**config.mk**
```make
export PLATFORM = sky130hd
export DESIGN_NAME = label_text_tokenizer_unit_flat
export DESIGN_NICKNAME = d
export VERILOG_FILES = /design/src/sv/ltt_pkg.sv /design/src/sv/ltt_stream_if.sv /design/src/sv/ltt_front.sv /design/src/sv/ltt_queue.sv /design/src/sv/ltt_back.sv /design/src/sv/label_text_tokenizer_unit.sv /design/src/flat_wrapper.sv
export SDC_FILE = /design/constraint.sdc
export NUM_CORES = 1
export LEC_CHECK = 0
export BUFFER_PORTS_ARGS = -buffer_cell sky130_fd_sc_hd__buf_2
export CORE_UTILIZATION = 30
export CTS_BUF_LIST = sky130_fd_sc_hd__clkbuf_4 sky130_fd_sc_hd__clkbuf_8 sky130_fd_sc_hd__clkbuf_16
export DETAILED_ROUTE_END_ITERATION = 10
export GPL_TIMING_DRIVEN = 0
export SYNTH_ARGS = -nofsm -noshare
export SYNTH_HDL_FRONTEND = slang
export SYNTH_SLANG_ARGS = --single-unit
```
**constraint.sdc**
```tcl
create_clock -name clk_i -period 7.1 [get_ports clk_i]
set_input_delay 0.71 -clock clk_i [delete_from_list [all_inputs] [get_ports clk_i]]
set_output_delay 0.71 -clock clk_i [all_outputs]
set_load 0.05 [all_outputs]
```
**src/sv/ltt_pkg.sv**
```systemverilog
// Shared types and constants for the label text tokenizer.
// Character classes, result kinds, queue entry type and keyword tables.
// No dependencies.
package ltt_pkg;

  typedef enum logic [4:0] {
    CC_LF,
    CC_CR,
    CC_SPTAB,
    CC_COMMA,
    CC_SLASH,
    CC_STAR,
    CC_QUOTE,
    CC_LT,
    CC_GT,
    CC_EQ,
    CC_LP,
    CC_RP,
    CC_MINUS,
    CC_DOT,
    CC_DIGIT,
    CC_ALPHA,
    CC_OTHER
  } char_class_e;

  typedef enum logic [3:0] {
    K_CHAR   = 4'd0,
    K_EOL    = 4'd1,
    K_EQ     = 4'd2,
    K_LP     = 4'd3,
    K_RP     = 4'd4,
    K_BOBJ   = 4'd5,
    K_EOBJ   = 4'd6,
    K_END    = 4'd7,
    K_IDENT  = 4'd8,
    K_UNIT   = 4'd9,
    K_STRING = 4'd10,
    K_INT    = 4'd11,
    K_DATE   = 4'd12,
    K_RAT    = 4'd13,
    K_ERR    = 4'd14
  } res_kind_e;

  typedef struct packed {
    logic [7:0]  ch;
    char_class_e cls;
  } ltt_item_t;

  localparam int unsigned NumKw    = 3;
  localparam int unsigned KwMaxLen = 10;
  localparam logic [3:0]  KwPosMax = 4'd11;

  // keyword order: OBJECT, end-of-object keyword, END
  localparam logic [3:0] KwLen [NumKw] = '{4'd6, 4'd10, 4'd3};

  localparam logic [7:0] KwText [NumKw][KwMaxLen] = '{
    '{"O", "B", "J", "E", "C", "T", 8'h00, 8'h00, 8'h00, 8'h00},
    '{"E", "N", "D", "_", "O", "B", "J", "E", "C", "T"},
    '{"E", "N", "D", 8'h00, 8'h00, 8'h00, 8'h00, 8'h00, 8'h00, 8'h00}
  };

endpackage

```
**src/sv/ltt_stream_if.sv**
```systemverilog
// Valid/ready stream interfaces for the label text tokenizer.
// Input byte channel and result channel. Depends on nothing.
interface ltt_char_if;
  logic       valid;
  logic       ready;
  logic [7:0] in_char;

  modport source (output valid, output in_char, input ready);
  modport sink   (input valid, input in_char, output ready);
endinterface

interface ltt_res_if;
  logic       valid;
  logic       ready;
  logic [3:0] res_kind;
  logic [7:0] tok_char;

  modport source (output valid, output res_kind, output tok_char, input ready);
  modport sink   (input valid, input res_kind, input tok_char, output ready);
endinterface

```
**src/sv/ltt_front.sv**
```systemverilog
// Front end: accepts input bytes and tags each with its character class.
// Depends on ltt_pkg and ltt_char_if.
module ltt_front (
  ltt_char_if.sink          in_i,
  input  logic              full_i,
  output logic              push_o,
  output ltt_pkg::ltt_item_t item_o
);
  import ltt_pkg::*;

  char_class_e cls;

  always_comb begin
    unique case (in_i.in_char)
      8'h0a:   cls = CC_LF;
      8'h0d:   cls = CC_CR;
      8'h20,
      8'h09:   cls = CC_SPTAB;
      ",":     cls = CC_COMMA;
      "/":     cls = CC_SLASH;
      "*":     cls = CC_STAR;
      "\"":    cls = CC_QUOTE;
      "<":     cls = CC_LT;
      ">":     cls = CC_GT;
      "=":     cls = CC_EQ;
      "(":     cls = CC_LP;
      ")":     cls = CC_RP;
      "-":     cls = CC_MINUS;
      ".":     cls = CC_DOT;
      "^":     cls = CC_ALPHA;
      default: begin
        if (in_i.in_char >= "0" && in_i.in_char <= "9") begin
          cls = CC_DIGIT;
        end else if (in_i.in_char >= "A" && in_i.in_char <= "Z") begin
          cls = CC_ALPHA;
        end else begin
          cls = CC_OTHER;
        end
      end
    endcase
  end

  assign in_i.ready = ~full_i;
  assign push_o     = in_i.valid & ~full_i;
  assign item_o     = '{ch: in_i.in_char, cls: cls};

endmodule

```
**src/sv/ltt_queue.sv**
```systemverilog
// Short FIFO of classified bytes between front and back end.
// Depends on ltt_pkg.
module ltt_queue #(
  parameter int unsigned Depth = 2
) (
  input  logic               clk_i,
  input  logic               rst_ni,
  input  logic               push_i,
  input  ltt_pkg::ltt_item_t item_i,
  output logic               full_o,
  output logic               valid_o,
  input  logic               pop_i,
  output ltt_pkg::ltt_item_t item_o
);
  import ltt_pkg::*;

  localparam int unsigned PtrW = (Depth > 1) ? $clog2(Depth) : 1;
  localparam int unsigned CntW = $clog2(Depth + 1);

  ltt_item_t         mem_q [Depth];
  logic [PtrW-1:0]   wr_ptr_q, rd_ptr_q;
  logic [CntW-1:0]   count_q;
  logic              do_pop;

  function automatic logic [PtrW-1:0] ptr_inc(input logic [PtrW-1:0] p);
    return (p == PtrW'(Depth - 1)) ? '0 : p + PtrW'(1);
  endfunction

  assign full_o  = (count_q == CntW'(Depth));
  assign valid_o = (count_q != '0);
  assign do_pop  = pop_i & valid_o;
  assign item_o  = mem_q[rd_ptr_q];

  always_ff @(posedge clk_i) begin
    if (push_i) begin
      mem_q[wr_ptr_q] <= item_i;
    end
  end

  always_ff @(posedge clk_i or negedge rst_ni) begin
    if (!rst_ni) begin
      wr_ptr_q <= '0;
      rd_ptr_q <= '0;
      count_q  <= '0;
    end else begin
      if (push_i) begin
        wr_ptr_q <= ptr_inc(wr_ptr_q);
      end
      if (do_pop) begin
        rd_ptr_q <= ptr_inc(rd_ptr_q);
      end
      if (push_i && !do_pop) begin
        count_q <= count_q + CntW'(1);
      end else if (!push_i && do_pop) begin
        count_q <= count_q - CntW'(1);
      end
    end
  end

endmodule

```
**src/sv/ltt_back.sv**
```systemverilog
// Back end: lexer state machine and registered result output.
// Depends on ltt_pkg and ltt_res_if.
module ltt_back (
  input  logic               clk_i,
  input  logic               rst_ni,
  input  logic               valid_i,
  input  ltt_pkg::ltt_item_t item_i,
  output logic               pop_o,
  ltt_res_if.source          out_o
);
  import ltt_pkg::*;

  typedef enum logic [3:0] {
    M_WS      = 4'd0,
    M_CMT     = 4'd1,
    M_CMT_END = 4'd2,
    M_IDENT   = 4'd3,
    M_RPAREN  = 4'd4,
    M_UNIT    = 4'd5,
    M_STRING  = 4'd6,
    M_DOIR    = 4'd7,
    M_DATE    = 4'd8,
    M_IOR     = 4'd9,
    M_RAT     = 4'd10
  } mode_e;

  mode_e       mode_q, mode_d;
  logic        last_eol_q;
  logic [7:0]  prev_q;
  logic [3:0]  kw_pos_q;
  logic [2:0]  kw_match_q, kw_match_d;
  logic        out_valid_q;
  res_kind_e   out_kind_q;
  logic [7:0]  out_char_q;

  logic        fire, emit, take, is_ws, prev_ws;
  res_kind_e   kind, id_kind;
  char_class_e cls;

  assign cls   = item_i.cls;
  assign fire  = valid_i & (~out_valid_q | out_o.ready);
  assign pop_o = fire;
  assign is_ws = (cls == CC_LF) || (cls == CC_CR) || (cls == CC_SPTAB) || (cls == CC_COMMA);
  // a comma does not count as whitespace for string collapsing
  assign prev_ws = (prev_q == 8'h20) || (prev_q == 8'h09) ||
                   (prev_q == 8'h0a) || (prev_q == 8'h0d);

  always_comb begin
    for (int k = 0; k < NumKw; k++) begin
      kw_match_d[k] = kw_match_q[k] & (kw_pos_q < KwLen[k]) &
                      (KwText[k][kw_pos_q] == item_i.ch);
    end
  end

  always_comb begin
    priority if (kw_match_q[0] && kw_pos_q == KwLen[0]) id_kind = K_BOBJ;
    else if (kw_match_q[1] && kw_pos_q == KwLen[1])     id_kind = K_EOBJ;
    else if (kw_match_q[2] && kw_pos_q == KwLen[2])     id_kind = K_END;
    else                                                id_kind = K_IDENT;
  end

  always_comb begin
    emit   = 1'b0;
    take   = 1'b0;
    kind   = K_CHAR;
    mode_d = mode_q;
    unique case (mode_q)
      M_CMT: begin
        mode_d = (cls == CC_STAR) ? M_CMT_END : M_CMT;
      end
      M_CMT_END: begin
        priority if (cls == CC_SLASH) mode_d = M_WS;
        else if (cls == CC_STAR)      mode_d = M_CMT_END;
        else                          mode_d = M_CMT;
      end
      M_IDENT: begin
        if (is_ws || cls == CC_RP) begin
          emit   = 1'b1;
          kind   = id_kind;
          mode_d = (cls == CC_RP) ? M_RPAREN : M_WS;
        end else begin
          take = 1'b1;
        end
      end
      M_RPAREN: begin
        emit   = 1'b1;
        kind   = K_RP;
        mode_d = M_WS;
      end
      M_UNIT: begin
        if (cls == CC_GT) begin
          emit   = 1'b1;
          kind   = K_UNIT;
          mode_d = M_WS;
        end else begin
          take = 1'b1;
        end
      end
      M_STRING: begin
        priority if (cls == CC_QUOTE) begin
          emit   = 1'b1;
          kind   = K_STRING;
          mode_d = M_WS;
        end else if (cls == CC_LF || cls == CC_CR) begin
          take = 1'b0;
        end else if (cls == CC_SPTAB || cls == CC_COMMA) begin
          take = ~prev_ws;
        end else begin
          take = 1'b1;
        end
      end
      M_DOIR: begin
        if (is_ws) begin
          emit   = 1'b1;
          kind   = K_INT;
          mode_d = M_WS;
        end else begin
          take = 1'b1;
          if (cls == CC_MINUS)    mode_d = M_DATE;
          else if (cls == CC_DOT) mode_d = M_RAT;
        end
      end
      M_IOR: begin
        if (is_ws) begin
          emit   = 1'b1;
          kind   = K_INT;
          mode_d = M_WS;
        end else begin
          take = 1'b1;
          if (cls == CC_DOT) mode_d = M_RAT;
        end
      end
      M_DATE: begin
        if (is_ws) begin
          emit   = 1'b1;
          kind   = K_DATE;
          mode_d = M_WS;
        end else begin
          take = 1'b1;
        end
      end
      M_RAT: begin
        if (is_ws) begin
          emit   = 1'b1;
          kind   = K_RAT;
          mode_d = M_WS;
        end else begin
          take = 1'b1;
        end
      end
      default: begin
        mode_d = M_WS;
        unique case (cls)
          CC_LF: begin
            emit = ~last_eol_q;
            kind = K_EOL;
          end
          CC_CR, CC_SPTAB, CC_COMMA: emit = 1'b0;
          CC_SLASH: mode_d = M_CMT;
          CC_QUOTE: mode_d = M_STRING;
          CC_LT:    mode_d = M_UNIT;
          CC_EQ: begin
            emit = 1'b1;
            kind = K_EQ;
          end
          CC_LP: begin
            emit = 1'b1;
            kind = K_LP;
          end
          CC_RP: begin
            emit = 1'b1;
            kind = K_RP;
          end
          CC_MINUS: begin
            take   = 1'b1;
            mode_d = M_IOR;
          end
          CC_DIGIT: begin
            take   = 1'b1;
            mode_d = M_DOIR;
          end
          CC_ALPHA: begin
            take   = 1'b1;
            mode_d = M_IDENT;
          end
          default: begin
            emit = 1'b1;
            kind = K_ERR;
          end
        endcase
      end
    endcase
    if (take) begin
      emit = 1'b1;
      kind = K_CHAR;
    end
  end

  always_ff @(posedge clk_i or negedge rst_ni) begin
    if (!rst_ni) begin
      mode_q      <= M_WS;
      last_eol_q  <= 1'b0;
      prev_q      <= '0;
      kw_pos_q    <= '0;
      kw_match_q  <= '1;
      out_valid_q <= 1'b0;
      out_kind_q  <= K_CHAR;
      out_char_q  <= '0;
    end else begin
      if (fire) begin
        mode_q      <= mode_d;
        out_valid_q <= emit;
        if (emit) begin
          out_kind_q <= kind;
          out_char_q <= take ? item_i.ch : 8'h00;
        end
        if (emit && kind != K_CHAR && kind != K_ERR) begin
          last_eol_q <= (kind == K_EOL);
        end
        if (mode_d == M_WS) begin
          prev_q     <= '0;
          kw_pos_q   <= '0;
          kw_match_q <= '1;
        end else if (take) begin
          prev_q     <= item_i.ch;
          kw_match_q <= kw_match_d;
          if (kw_pos_q < KwPosMax) begin
            kw_pos_q <= kw_pos_q + 4'd1;
          end
        end
      end else if (out_o.ready) begin
        out_valid_q <= 1'b0;
      end
    end
  end

  assign out_o.valid    = out_valid_q;
  assign out_o.res_kind = out_kind_q;
  assign out_o.tok_char = out_char_q;

endmodule

```
**src/sv/label_text_tokenizer_unit.sv**
```systemverilog
// Top level of the label text tokenizer: front end, byte queue, back end.
// Depends on ltt_pkg, ltt_stream_if, ltt_front, ltt_queue and ltt_back.
//
// Lexes label text at one byte per clock cycle while out_o is not stalled. A
// byte accepted on in_i is written into the queue; the lexer consumes it from
// the queue once the result register is free, and any result is registered
// onto out_o. Each byte gives zero or one result. The rate is set by the lexer
// state update in the back end. The queue (QUEUE_DEPTH entries) takes up to
// QUEUE_DEPTH more bytes while a result waits on out_o.
module label_text_tokenizer_unit #(
  parameter int unsigned QUEUE_DEPTH = 2
) (
  input  logic      clk_i,
  input  logic      rst_ni,
  ltt_char_if.sink  in_i,
  ltt_res_if.source out_o
);
  import ltt_pkg::*;

  ltt_item_t push_item, pop_item;
  logic      push, full, q_valid, pop;

  ltt_front u_front (
    .in_i   (in_i),
    .full_i (full),
    .push_o (push),
    .item_o (push_item)
  );

  ltt_queue #(
    .Depth (QUEUE_DEPTH)
  ) u_queue (
    .clk_i   (clk_i),
    .rst_ni  (rst_ni),
    .push_i  (push),
    .item_i  (push_item),
    .full_o  (full),
    .valid_o (q_valid),
    .pop_i   (pop),
    .item_o  (pop_item)
  );

  ltt_back u_back (
    .clk_i   (clk_i),
    .rst_ni  (rst_ni),
    .valid_i (q_valid),
    .item_i  (pop_item),
    .pop_o   (pop),
    .out_o   (out_o)
  );

endmodule

```
**src/flat_wrapper.sv**
```systemverilog
// flat-port wrapper written by rule: the top's interface ports become plain ports
module label_text_tokenizer_unit_flat import ltt_pkg::*;
#(
  parameter int unsigned QUEUE_DEPTH = 2
)
  (clk_i, rst_ni, in_i_valid, in_i_in_char, in_i_ready, out_o_valid, out_o_res_kind, out_o_tok_char, out_o_ready);
  ltt_char_if in_i_i ();
  ltt_res_if out_o_i ();
  input  logic clk_i;
  input  logic rst_ni;
  input wire logic [$bits(in_i_i.valid)-1:0] in_i_valid;
  input wire logic [$bits(in_i_i.in_char)-1:0] in_i_in_char;
  output wire logic [$bits(in_i_i.ready)-1:0] in_i_ready;
  output wire logic [$bits(out_o_i.valid)-1:0] out_o_valid;
  output wire logic [$bits(out_o_i.res_kind)-1:0] out_o_res_kind;
  output wire logic [$bits(out_o_i.tok_char)-1:0] out_o_tok_char;
  input wire logic [$bits(out_o_i.ready)-1:0] out_o_ready;
  assign in_i_i.valid = in_i_valid;
  assign in_i_i.in_char = in_i_in_char;
  assign in_i_ready = in_i_i.ready;
  assign out_o_valid = out_o_i.valid;
  assign out_o_res_kind = out_o_i.res_kind;
  assign out_o_tok_char = out_o_i.tok_char;
  assign out_o_i.ready = out_o_ready;
  label_text_tokenizer_unit #(.QUEUE_DEPTH(QUEUE_DEPTH)) u_core (.clk_i(clk_i), .rst_ni(rst_ni), .in_i(in_i_i), .out_o(out_o_i));
endmodule
```
==> metrics.md <==
| Metric | Value |
|---|---|
| Cts bufs inserted | `9` |
| Fraction of layout instances using a drive strength above 1 | `0.144` |
| Worst VDD drop | `between 0.15 and 0.2 mV` |
| Yosys Warn Count | `0` |
| Startpoint types | `flip-flop` |
| Critical path's slowest cell | `a211oi_1` |
| Worst relative slew slack | `0.293` |
| Sequential area share after synthesis | `0.385` |
| Post-route fraction of the period consumed by the critical path | `0.520` |
| RR Startpoint | `u_core.u_back.mode_q[2]` |
| Worst-path fanout max | `10` |
| Number of iterations in the first detailed-routing pass | `5` |
| Clock sink count | `63` |
| Biggest cell delay along the critical path | `around 0.8 ns` |
| Met2 Routed Length | `5600 um` |
| Clock latency at the later pin of the worst-skew pair | `about 0.34 ns` |
| Hold-fix buffers, CTS | `0` |
| Final-stage net count | `527` |
| Cells on worst reg2reg path | `8` |
| Die Span Y | `124 um` |
| Hold Fails Final Rpt | `0` |
| Via density per instance | `around 5.7` |
| Mean routed wirelength per cell | `between 15 and 20 um` |
| Syn Inst Count | `roughly 470` |
| Setup bufs post-CTS | `0` |
| Setup repair after global routing missed its margin | `false` |
| Total chip power | `2.54 mW` |
| TritonCTS clock tree | `done` |
| Global-route wire length before repair | `19,700 um` |
| Number of flops mapped to enable cells by yosys | `26` |
| Horizontal die dimension | `between 100 and 150 um` |
| Clock tree root buffer cell | `clkbuf_16` |
| Total met3 wirelength after detailed routing | `approximately 660 um` |
| Number of core rows | `44` |
| Final setup TNS | `0 ns` |
| Number of vias after detailed routing | `3,963` |
| Initial standard-cell utilization of the core | `0.307` |
| Dominant register cell in the synthesized netlist | `dfrtp_1` |
| Clk_skew | `about 0.011 ns` |
| Achievable frequency | `0.271 GHz` |
| Number of buffer cells added on primary ports | `25` |
| Post-cts resize count | `0` |
| Avg Inst Size Synth | `9.42 sq um` |
| Final antenna-violating net count | `0` |
| Number of global-route vias before repair | `3,785` |
| Area of the placeable core | `14,500 sq um` |
| Run status | `finished clean` |
| Kind of critical path | `flip-flop to flip-flop` |
| Flop and latch count out of synthesis | `63` |
| Count of H-tree levels built during CTS | `3` |
| Mapped Nets | `491` |
| Clock input transition at the sequential cells of the worst setup and hold paths | `0.05 ns` |
| Fin. max-slew vios | `0` |
| Tightest Hold Check Type | `input port to async pin` |
| Initial DRC count | `~340` |
| Worst setup path start | `u_core.u_back.mode_q[2]` |
| Top layer used by detailed routing | `met4` |
| Worst Max-Slew Pin Slew | `about 1.1 ns` |
| Total Die Area | `about 15,000 sq um` |
| Total of endpoints with negative setup slack in the final report | `0` |
| Detailed placer's ending HPWL | `8900 um` |
| Pwr dens | `500 nW/um^2` |
| Number of antenna violations at the first check in global routing | `1` |
| Maximum count of clock buffers along a single path | `2` |
| Remaining global-route overflow | `0` |
| Ys async rst share | `0.587` |
| Final GP Congestion | `0.915` |
| Largest net degree at the start of global routing | `38` |
| Min cycle time layout | `3.69 ns` |
| CP Cell Sequence | `clkbuf_1 -> nor4_1 -> a211oi_1 -> o211ai_1 -> o311ai_4 -> and2_1 -> buf_2 -> mux2_1` |
| Synth unique cells | `between 70 and 80` |
| Metal-1 WL | `5640 um` |
| Type of element capturing the critical path | `flip-flop` |
| Gr usage total | `0.168` |
| Post-synthesis instance area | `4450 sq um` |
| Number of remaining DRC errors | `0` |
| Area added between synthesis and finish | `14.4%` |
| Arrival time worst endpoint | `3.90 ns` |
| I/O pin count | `26` |
| Final Routed Wirelength | `12,200 um` |
| Static power due to leakage | `1.91 nW` |
| Number of violations of the max-capacitance limit | `0` |
| Required time of the worst setup path | `7.31 ns` |
## cells in the final DEF (no fill, tap or decap), drive strengths merged, types with 8 or more instances in the layout
master | netlist | layout
a21oi | 18 | 18
and3 | 9 | 9
buf | 10 | 35
clkbuf | 21 | 31
dfrtp | 34 | 34
edfxtp | 26 | 26
inv | 21 | 23
mux2 | 9 | 9
mux2i | 12 | 12
nand2 | 34 | 34
nand2b | 8 | 8
nand3 | 14 | 14
nand3b | 9 | 9
nor2 | 31 | 31
nor2b | 10 | 10
nor3 | 11 | 11
nor4 | 8 | 8
o211ai | 8 | 8
o21ai | 20 | 20
o22ai | 12 | 12
o2bb2ai | 8 | 8
xnor2 | 13 | 13
## synthesized netlist by cell type, types with 8 or more instances
| library cell | n | area share |
|---|---|---|
| dfrtp_1 | 34 | 0.19 |
| nand2_1 | 34 | 0.029 |
| nor2_1 | 31 | 0.026 |
| edfxtp_1 | 26 | 0.18 |
| inv_1 | 21 | 0.018 |
| clkbuf_1 | 20 | 0.017 |
| o21ai_0 | 19 | 0.021 |
| a21oi_1 | 18 | 0.020 |
| nand3_1 | 14 | 0.016 |
| xnor2_1 | 13 | 0.026 |
| mux2i_1 | 12 | 0.027 |
| o22ai_1 | 12 | 0.017 |
| nor3_1 | 11 | 0.012 |
| nor2b_1 | 10 | 0.014 |
| and3_1 | 9 | 0.013 |
| nand3b_1 | 9 | 0.015 |
| mux2_2 | 8 | 0.020 |
| nand2b_1 | 8 | 0.011 |
| o211ai_1 | 8 | 0.014 |
| o2bb2ai_1 | 8 | 0.016 |
## final cells by class
cell class / instances / area, sq um
Fill cell: 1476 / 9390
Multi-Input combinational cell: 357 / 2510
Sequential cell: 63 / 1710
Clock buffer: 10 / 239
Tap cell: 184 / 230
Buffer: 31 / 148
Timing Repair Buffer: 25 / 125
Inverter: 21 / 78.8
Clock inverter: 6 / 42.5
Antenna cell: 1 / 2.50
## state kept, by name, indices dropped and copies added (netlist names)
name,flops
u_core.u_back.out_o.valid,1
u_core.u_back.kw_pos_q,4
u_core.u_back.prev_q,8
u_core.u_queue.rd_ptr_q,1
u_core.u_back.out_o.res_kind,4
u_core.u_back.out_o.tok_char,8
u_core.u_queue.mem_q,26
u_core.u_back.kw_match_q,3
u_core.u_queue.count_q,2
u_core.u_back.mode_q,4
u_core.u_back.last_eol_q,1
u_core.u_queue.wr_ptr_q,1
## metrics by stage
stage               area, sq um  hold WS (ns)  cells  setup WS [ns]  utilization
floorplan                  4450         0.414    472           4.46            -
global placement           4800         0.470    681           3.63        0.332
detailed placement         4800         0.473    681           3.46        0.332
CTS                        5080         0.488    697           3.45        0.351
global route               5080         0.495    697           3.26        0.351
finish                     5080         0.485    698           3.41        0.351
## where the power goes
group          internal (mW)  switching [mW]
clock                  0.246           0.159
combinational          0.552           0.960
sequential             0.533          0.0892
## path summary, 6_finish.rpt
path                                              endpoint  slack [ns]
hold reg to reg            u_core.u_back.out_o.tok_char[5]        0.49
setup / recovery           u_core.u_back.out_o.res_kind[3]        3.41
max in group asynchronous          u_core.u_back.prev_q[2]        6.07
min in group clk_i         u_core.u_back.out_o.tok_char[5]        0.49
setup reg to reg           u_core.u_back.out_o.res_kind[3]        3.41
hold / removal             u_core.u_back.out_o.res_kind[2]        0.49
## critical path: cells and delay by family, from the launching register on
family,cells,cell delay [ns]
mux,1,0.34
buf+inv,2,0.66
simple gates,2,0.40
flops,1,0.32
compound gates,3,1.85
## kinds of logic (layout without fill, tap and decap cells)
kind of cell,count (synthesis),after routing,share of synthesized area
AOI/OAI and AO/OA,133,133,0.228
xor gates and xnor gates,17,17,0.0335
adders and majority gates,8,8,0.0220
buffers and inverters,52,93,0.0509
DFF,63,63,0.385
muxes,21,21,0.0498
other,0,1,0
and+or+nand+nor,178,178,0.231
## layer usage
layer	global-route usage	vias up
met5	0	-
met4	0.0685	0
met3	0.0357	20
met2	0.263	123
met1	0.224	1940
li1	-	1880
Note: power is estimated with default switching activity, not from simulation.
